File: config.mk
export PLATFORM = sky130hd
export DESIGN_NAME = md5_hash_engine_core
export DESIGN_NICKNAME = d
export VERILOG_FILES = /design/src/rtl/core/md5_pkg.sv /design/src/rtl/core/md5_hash_engine_core.sv
export SDC_FILE = /design/constraint.sdc
export NUM_CORES = 2
export LEC_CHECK = 0
export BUFFER_PORTS_ARGS = -buffer_cell sky130_fd_sc_hd__buf_2
export CORE_UTILIZATION = 40
export CTS_CLUSTER_SIZE = 16
export DETAILED_ROUTE_END_ITERATION = 8
export SLEW_MARGIN = 30
export SYNTH_ARGS = -nofsm -noshare
export SYNTH_HDL_FRONTEND = slang
export SYNTH_SLANG_ARGS = --single-unit
File: constraint.sdc
create_clock -name clk -period 10.45 [get_ports clk]
set_input_delay 2.09 -clock clk [delete_from_list [all_inputs] [get_ports clk]]
set_output_delay 2.09 -clock clk [all_outputs]
set_load 0.05 [all_outputs]
File: src/rtl/core/md5_pkg.sv
// Package for the MD5 engine: sequencer states, initial chaining values and
// the per-step constant tables (sine constants, rotations, message word order).
// Has no dependencies; used by md5_hash_engine_core.
package md5_pkg;

  // Sequencer states of the engine.
  typedef enum logic [2:0] {
    ST_IDLE,
    ST_PAD,
    ST_ROUND,
    ST_ADD,
    ST_FIN
  } md5_state_t;

  // Standard initial chaining values.
  localparam logic [31:0] IV_A = 32'h67452301;
  localparam logic [31:0] IV_B = 32'hefcdab89;
  localparam logic [31:0] IV_C = 32'h98badcfe;
  localparam logic [31:0] IV_D = 32'h10325476;

  // Padding marker byte, the slots that hold the low and high length words, and the byte count of a full word.
  localparam logic [31:0] PAD_MARKER = 32'h00000080;
  localparam logic [3:0]  LEN_SLOT_LO = 4'd14;
  localparam logic [3:0]  LEN_SLOT_HI = 4'd15;
  localparam logic [2:0]  FULL_WORD   = 3'd4;

  // Sine-derived additive constant for each of the 64 steps.
  localparam logic [31:0] SINE_TAB [64] = '{
    32'hd76aa478, 32'he8c7b756, 32'h242070db, 32'hc1bdceee,
    32'hf57c0faf, 32'h4787c62a, 32'ha8304613, 32'hfd469501,
    32'h698098d8, 32'h8b44f7af, 32'hffff5bb1, 32'h895cd7be,
    32'h6b901122, 32'hfd987193, 32'ha679438e, 32'h49b40821,
    32'hf61e2562, 32'hc040b340, 32'h265e5a51, 32'he9b6c7aa,
    32'hd62f105d, 32'h02441453, 32'hd8a1e681, 32'he7d3fbc8,
    32'h21e1cde6, 32'hc33707d6, 32'hf4d50d87, 32'h455a14ed,
    32'ha9e3e905, 32'hfcefa3f8, 32'h676f02d9, 32'h8d2a4c8a,
    32'hfffa3942, 32'h8771f681, 32'h6d9d6122, 32'hfde5380c,
    32'ha4beea44, 32'h4bdecfa9, 32'hf6bb4b60, 32'hbebfbc70,
    32'h289b7ec6, 32'heaa127fa, 32'hd4ef3085, 32'h04881d05,
    32'hd9d4d039, 32'he6db99e5, 32'h1fa27cf8, 32'hc4ac5665,
    32'hf4292244, 32'h432aff97, 32'hab9423a7, 32'hfc93a039,
    32'h655b59c3, 32'h8f0ccc92, 32'hffeff47d, 32'h85845dd1,
    32'h6fa87e4f, 32'hfe2ce6e0, 32'ha3014314, 32'h4e0811a1,
    32'hf7537e82, 32'hbd3af235, 32'h2ad7d2bb, 32'heb86d391
  };

  // Left rotation amount, indexed by round and by step within a group of four.
  localparam logic [4:0] ROT_TAB [4][4] = '{
    '{5'd7, 5'd12, 5'd17, 5'd22},
    '{5'd5, 5'd9,  5'd14, 5'd20},
    '{5'd4, 5'd11, 5'd16, 5'd23},
    '{5'd6, 5'd10, 5'd15, 5'd21}
  };

  // Message word order: first word and stride for each round.
  localparam logic [3:0] IDX_BEGIN [4] = '{4'd0, 4'd1, 4'd5, 4'd0};
  localparam logic [3:0] IDX_STEP  [4] = '{4'd1, 4'd5, 4'd3, 4'd7};

endpackage

File: src/rtl/core/md5_hash_engine_core.sv
// MD5 digest engine. A word that does not fill a block is stored in the block
// buffer; a word that fills a block starts 64 round steps plus one add.
// A last word is followed by padding words in one or two blocks. The block
// buffer takes no new words while the one round unit does one step per cycle
// on a block, nor while the add is done.
// Reset (synchronous, active high) restores the initial vector and empties the block.
module md5_hash_engine_core
  import md5_pkg::*;
(
  input  logic        clk,
  input  logic        rst,
  input  logic        in_valid,
  output logic        in_ready,
  input  logic [31:0] data_word,
  input  logic [2:0]  byte_count,
  input  logic        last,
  output logic        out_valid,
  input  logic        out_ready,
  output logic [31:0] digest_a,
  output logic [31:0] digest_b,
  output logic [31:0] digest_c,
  output logic [31:0] digest_d
);

  md5_state_t state, state_next;

  logic [31:0] chain_a, chain_b, chain_c, chain_d;
  logic [31:0] wa, wb, wc, wd;
  logic [31:0] block_words [16];
  logic [3:0]  word_position;
  logic [60:0] message_bytes;
  logic [5:0]  rnd;
  logic        padding, need_marker, len_phase, finishing;

  logic        accept;
  logic        push_en;
  logic [31:0] push_data;
  logic        wrap;
  logic        push_len_lo, push_len_hi;
  logic [2:0]  cnt_eff;
  logic [31:0] last_word;
  logic [63:0] bit_len;
  logic        fin_load;

  logic [1:0]  r;
  logic [3:0]  j;
  logic [3:0]  msg_idx;
  logic [31:0] f_val;
  logic [31:0] t_sum;
  logic [63:0] t_dbl;
  logic [31:0] t_rot;

  assign accept   = in_valid && in_ready;
  assign in_ready = (state == ST_IDLE);
  assign bit_len  = {message_bytes, 3'b000};
  assign fin_load = (state == ST_FIN) && (!out_valid || out_ready);

  // Effective byte count of the last word: anything above four counts as four.
  always_comb begin
    cnt_eff = (byte_count > FULL_WORD) ? FULL_WORD : byte_count;
    unique case (cnt_eff[1:0])
      2'd0:    last_word = PAD_MARKER;
      2'd1:    last_word = {16'h0000, PAD_MARKER[7:0], data_word[7:0]};
      2'd2:    last_word = {8'h00, PAD_MARKER[7:0], data_word[15:0]};
      default: last_word = {PAD_MARKER[7:0], data_word[23:0]};
    endcase
    if (cnt_eff == FULL_WORD) begin
      last_word = data_word;
    end
  end

  // Word written into the block buffer this cycle.
  always_comb begin
    push_en     = 1'b0;
    push_data   = data_word;
    push_len_lo = 1'b0;
    push_len_hi = 1'b0;
    if (state == ST_IDLE) begin
      push_en   = accept;
      push_data = last ? last_word : data_word;
    end else if (state == ST_PAD) begin
      push_en = 1'b1;
      priority if (need_marker) begin
        push_data = PAD_MARKER;
      end else if (word_position == LEN_SLOT_LO) begin
        push_data   = bit_len[31:0];
        push_len_lo = 1'b1;
      end else if (word_position == LEN_SLOT_HI && len_phase) begin
        push_data   = bit_len[63:32];
        push_len_hi = 1'b1;
      end else begin
        push_data = '0;
      end
    end
    wrap = push_en && (word_position == LEN_SLOT_HI);
  end

  // Next state of the sequencer.
  always_comb begin
    state_next = state;
    unique case (state)
      ST_IDLE: begin
        if (accept) begin
          priority if (wrap) state_next = ST_ROUND;
          else if (last) state_next = ST_PAD;
          else state_next = ST_IDLE;
        end
      end
      ST_PAD: begin
        if (wrap) state_next = ST_ROUND;
      end
      ST_ROUND: begin
        if (rnd == 6'd63) state_next = ST_ADD;
      end
      ST_ADD: begin
        priority if (finishing) state_next = ST_FIN;
        else if (padding) state_next = ST_PAD;
        else state_next = ST_IDLE;
      end
      ST_FIN: begin
        if (fin_load) state_next = ST_IDLE;
      end
      default: state_next = ST_IDLE;
    endcase
  end

  always_ff @(posedge clk) begin
    if (rst) begin
      state <= ST_IDLE;
    end else begin
      state <= state_next;
    end
  end

  // Shared round unit: one MD5 step per cycle.
  always_comb begin
    r = rnd[5:4];
    j = rnd[3:0];
    msg_idx = IDX_BEGIN[r] + IDX_STEP[r] * j;
    unique case (r)
      2'd0:    f_val = wd ^ (wb & (wc ^ wd));
      2'd1:    f_val = wc ^ (wd & (wb ^ wc));
      2'd2:    f_val = wb ^ wc ^ wd;
      default: f_val = wc ^ (wb | ~wd);
    endcase
    t_sum = wa + f_val + SINE_TAB[rnd] + block_words[msg_idx];
    t_dbl = {t_sum, t_sum} << ROT_TAB[r][j[1:0]];
    t_rot = t_dbl[63:32];
  end

  // Block buffer writes.
  always_ff @(posedge clk) begin
    if (push_en) begin
      block_words[word_position] <= push_data;
    end
  end

  // Working words, step counter and chaining words.
  always_ff @(posedge clk) begin
    if (rst) begin
      chain_a <= IV_A;
      chain_b <= IV_B;
      chain_c <= IV_C;
      chain_d <= IV_D;
      rnd     <= '0;
    end else begin
      if (wrap) begin
        wa  <= chain_a;
        wb  <= chain_b;
        wc  <= chain_c;
        wd  <= chain_d;
        rnd <= '0;
      end else if (state == ST_ROUND) begin
        wa  <= wd;
        wd  <= wc;
        wc  <= wb;
        wb  <= wb + t_rot;
        rnd <= rnd + 6'd1;
      end
      if (state == ST_ADD) begin
        chain_a <= chain_a + wa;
        chain_b <= chain_b + wb;
        chain_c <= chain_c + wc;
        chain_d <= chain_d + wd;
      end else if (fin_load) begin
        chain_a <= IV_A;
        chain_b <= IV_B;
        chain_c <= IV_C;
        chain_d <= IV_D;
      end
    end
  end

  // Message position, length count and padding flags.
  always_ff @(posedge clk) begin
    if (rst) begin
      word_position <= '0;
      message_bytes <= '0;
      padding       <= 1'b0;
      need_marker   <= 1'b0;
      len_phase     <= 1'b0;
      finishing     <= 1'b0;
    end else begin
      if (push_en) begin
        word_position <= word_position + 4'd1;
      end
      if (accept) begin
        message_bytes <= message_bytes + (last ? 61'(cnt_eff) : 61'(FULL_WORD));
        if (last) begin
          padding     <= 1'b1;
          need_marker <= (cnt_eff == FULL_WORD);
        end
      end
      if (state == ST_PAD) begin
        if (need_marker) need_marker <= 1'b0;
        if (push_len_lo) len_phase <= 1'b1;
        if (push_len_hi) finishing <= 1'b1;
      end
      if (fin_load) begin
        word_position <= '0;
        message_bytes <= '0;
        padding       <= 1'b0;
        need_marker   <= 1'b0;
        len_phase     <= 1'b0;
        finishing     <= 1'b0;
      end
    end
  end

  // Digest output register; the next message may start while it waits.
  always_ff @(posedge clk) begin
    if (rst) begin
      out_valid <= 1'b0;
    end else if (fin_load) begin
      out_valid <= 1'b1;
    end else if (out_ready) begin
      out_valid <= 1'b0;
    end
  end

  always_ff @(posedge clk) begin
    if (fin_load) begin
      digest_a <= chain_a;
      digest_b <= chain_b;
      digest_c <= chain_c;
      digest_d <= chain_d;
    end
  end

endmodule
==> summary.txt <==
CTS
  – Hold-fix buffers, CTS: 0
  – Htree depth: 3
  – Clk root buf: clkbuf_16
  – CTS clk-pin slew, worst paths: 0.06 ns
  – CTS Buf Count: 100
  – Clock Path Buffers: 3
  – Clk Latency, worst-skew pair: 0.75 ns
  – CTS tree: done
  – Clock sinks: 975

STA
  – Minimum clock period: 9.984 ns
  – Tightest Pin Transition: 1.107 ns
  – RSZ-0062 raised after global routing: true
  – Post-route setup TNS: 0 ns
  – Layout Skew: 0.06587 ns
  – Final hold violation count: 0
  – Final setup margin: 0.4661 ns
  – Final setup vio count: 0
  – Final Cycle Share: 95.54%
  – Fin. max-slew vios: 0
  – Rel. slew slack: 26.21%
  – FMAX: 100.2 MHz

Placed design
  – GPL Wtd Cong: 1.017
  – Cells after DPL: 6863
  – # port buffers: 169
  – Dpl ws: 0.3377 ns
  – Detailed Place HPWL: 118.0 mm

Synthesis
  – Synth Warn #: 0
  – Sequential area share after synthesis: 49.42%
  – Mapped cell area: 55050 µm²
  – EDFF count, synth: 768
  – Most common cell in the netlist: edfxtp_1
  – Syn nets: 5360
  – Yosys reg bits: 975
  – Primary FF master, synth: edfxtp_1
  – Post-Synthesis Cells: 5025
  – Most frequent cells after synthesis: edfxtp_1, nand2_1, nor2_1, a21oi_1, o21ai_0
  – Main area contributors after synthesis: edfxtp_1, dfxtp_1, mux4_2, ha_1, nand2_1
  – Largest area contributor in the netlist: edfxtp_1
  – Synth top area share: 41.90%
  – Asr flop ratio synth: 0%
  – Syn Area/Cell: 10.95 µm²
  – Synth unique cells: 88

Global route
  – Total track usage: 23.94%
  – First-pass GRT wire length: 253.7 mm
  – Initial antenna violation count: 4
  – Pin count of the biggest net entering global routing: 135
  – M2 GR Usage: 38.78%
  – Most used routing layer: met2
  – Met3 Track Usage GR: 3.336%
  – Grt met1 use: 32.04%
  – Grt total ovfl: 0
  – Vias in the first global route: 39270

Route
  – Drt first-iter violations: 4583
  – Via Count: 41200
  – First-pass DRT Iterations: 6
  – DR vias/cell: 5.830
  – Post-route ant nets: 0
  – Residual DRC count: 0
  – Post-Route WL: 170.6 mm
  – WL/cell: 24.14 µm

Worst setup path
  – Reg-to-reg slack, setup: 0.47 ns
  – Crit. End Element: register
  – Top delay family on crit path: compound AO/OA/AOI/OAI gates
  – CP Depth: 38
  – Worst Reg-to-Reg Cells: 38
  – CP bufs+invs: 6
  – Worst-path fanout max: 16
  – Most used cell, CP: inv_1
  – Max incr delay on CP: 0.63 ns
  – Setup Crit Path Kind: reg -> reg
  – Worst EP arrival: 10.44 ns
  – Worst Path Required: 10.91 ns
  – CP startpoint kind: register
  – CP max stage cell: a222oi_1

Floorplan
  – Die area: 139100 µm²
  – Core area: 136000 µm²
  – Die width: 373.0 µm
  – Initial Util: 40.48%
  – Die Y: 373.0 µm
  – Site Rows: 135
  – I/O pin cnt: 170

Layout
  – Register area: 27220 µm²
  – Multi-input combinational cell area: 26020 µm²
  – Nets@finish: 5534
  – # fillers: 12500
  – Synthesis-to-finish area growth: 13.04%
  – Layout cells sized above 1: 14.14%
  – Non-filler cells, final: 7066

Hold path
  – WHS Path Cells: 2
  – Min-delay worst type: reg -> reg

Pwr
  – Leak Pwr: 0.02295 µW
  – VDD IR max: 0.1454 mV
  – Pwr dens: 149.4 nW/µm²

Outcome
  – Status: complete, no violations

Flow run
  – Max-Cap Viols: 0
## what timing repair did
| item | in CTS | in global routing |
|---|---|---|
| endpoints found under the setup margin | 0 | 4 |
| resized for setup | 0 | 19 |
| setup buffers | 0 | 11 |
## area by class of cell
cell class / instances / share of cell area (%)
repair buffers: 333 / 3.764
inverters: 285 / 1.745
clock inverters: 52 / 0.9310
flip-flops and latches: 975 / 43.74
well taps: 1781 / 3.581
multi-input cells: 3504 / 41.82
diodes: 2 / 0.008043
clock buffers: 134 / 4.408
## through the flow
step / instance area (µm²) / util (%) / hold slack, ns / power, µW
floorplan: 55060 / - / 0.4287 / 5301
global placement: 58570 / 43.07 / 0.4414 / 5694
detailed placement: 58610 / 43.10 / 0.4483 / 5708
CTS: 61930 / 45.54 / 0.4650 / 9330
global route: 62220 / 45.76 / 0.4939 / 9629
finish: 62220 / 45.76 / 0.4585 / 9297
## cell families (layout without fill, tap and decap cells)
logic type	count (synthesis)	after routing	synth area share (%)
fa+ha+maj	295	295	7.646
flops	975	975	49.42
mux	237	237	8.044
simple gates	1408	1408	11.44
other cells	0	2	0
compound gates	1236	1236	14.42
buf+inv	546	804	3.757
xor+xnor	328	328	5.271
## where the power goes
| group | total (µW) | switching (µW) | internal, µW |
|---|---|---|---|
| sequential | 4290 | 14.5 | 4270 |
| combinational | 1380 | 841 | 536 |
| clock | 3630 | 1580 | 2050 |
## state kept, by name (all words and copies together) (netlist names), 3 cells and up
| name | cells |
|---|---|
| block_words | 512 |
| chain_a | 32 |
| chain_b | 32 |
| chain_c | 32 |
| chain_d | 32 |
| digest_a | 32 |
| digest_b | 32 |
| digest_c | 32 |
| digest_d | 32 |
| message_bytes | 61 |
| rnd | 6 |
| state | 3 |
| wa | 32 |
| wb | 32 |
| wc | 32 |
| wd | 32 |
| word_position | 4 |
## final timing paths
| path | from | to |
|---|---|---|
| worst min register to register | padding | padding |
| worst max-delay path | rnd[5] | wb[31] |
| worst min-delay path | padding | padding |
| worst max register to register | rnd[5] | wb[31] |
## layout by cell type (no fill, tap or decap), types with 69 or more instances in the layout
cell type	synthesis	final
xnor2_1	207	207
inv_1	280	277
nor2_1	383	369
ha_1	226	221
xor2_1	119	119
buf_2	8	171
nand2_1	554	553
o21ai_0	285	284
buf_4	0	142
nor3_1	97	93
a21oi_1	362	358
a21o_1	88	88
edfxtp_1	768	768
mux4_2	163	163
fa_1	69	69
clkbuf_16	0	106
dfxtp_1	207	203
nand3_1	118	118
## metal layers
layer / vias to the layer above / wire length [µm]
met2: 1595 / 80260
met1: 20390 / 71410
li1: 18910 / -
met4: 2 / 7165
met3: 296 / 11750
met5: - / 7
## tightest hold or removal path, delay by kind of cell (launching register included)
kind            cells  cell delay [ns]
flops               1             0.32
simple gates        1             0.06
compound gates      1             0.04
Power figures use the tool's default switching activity.
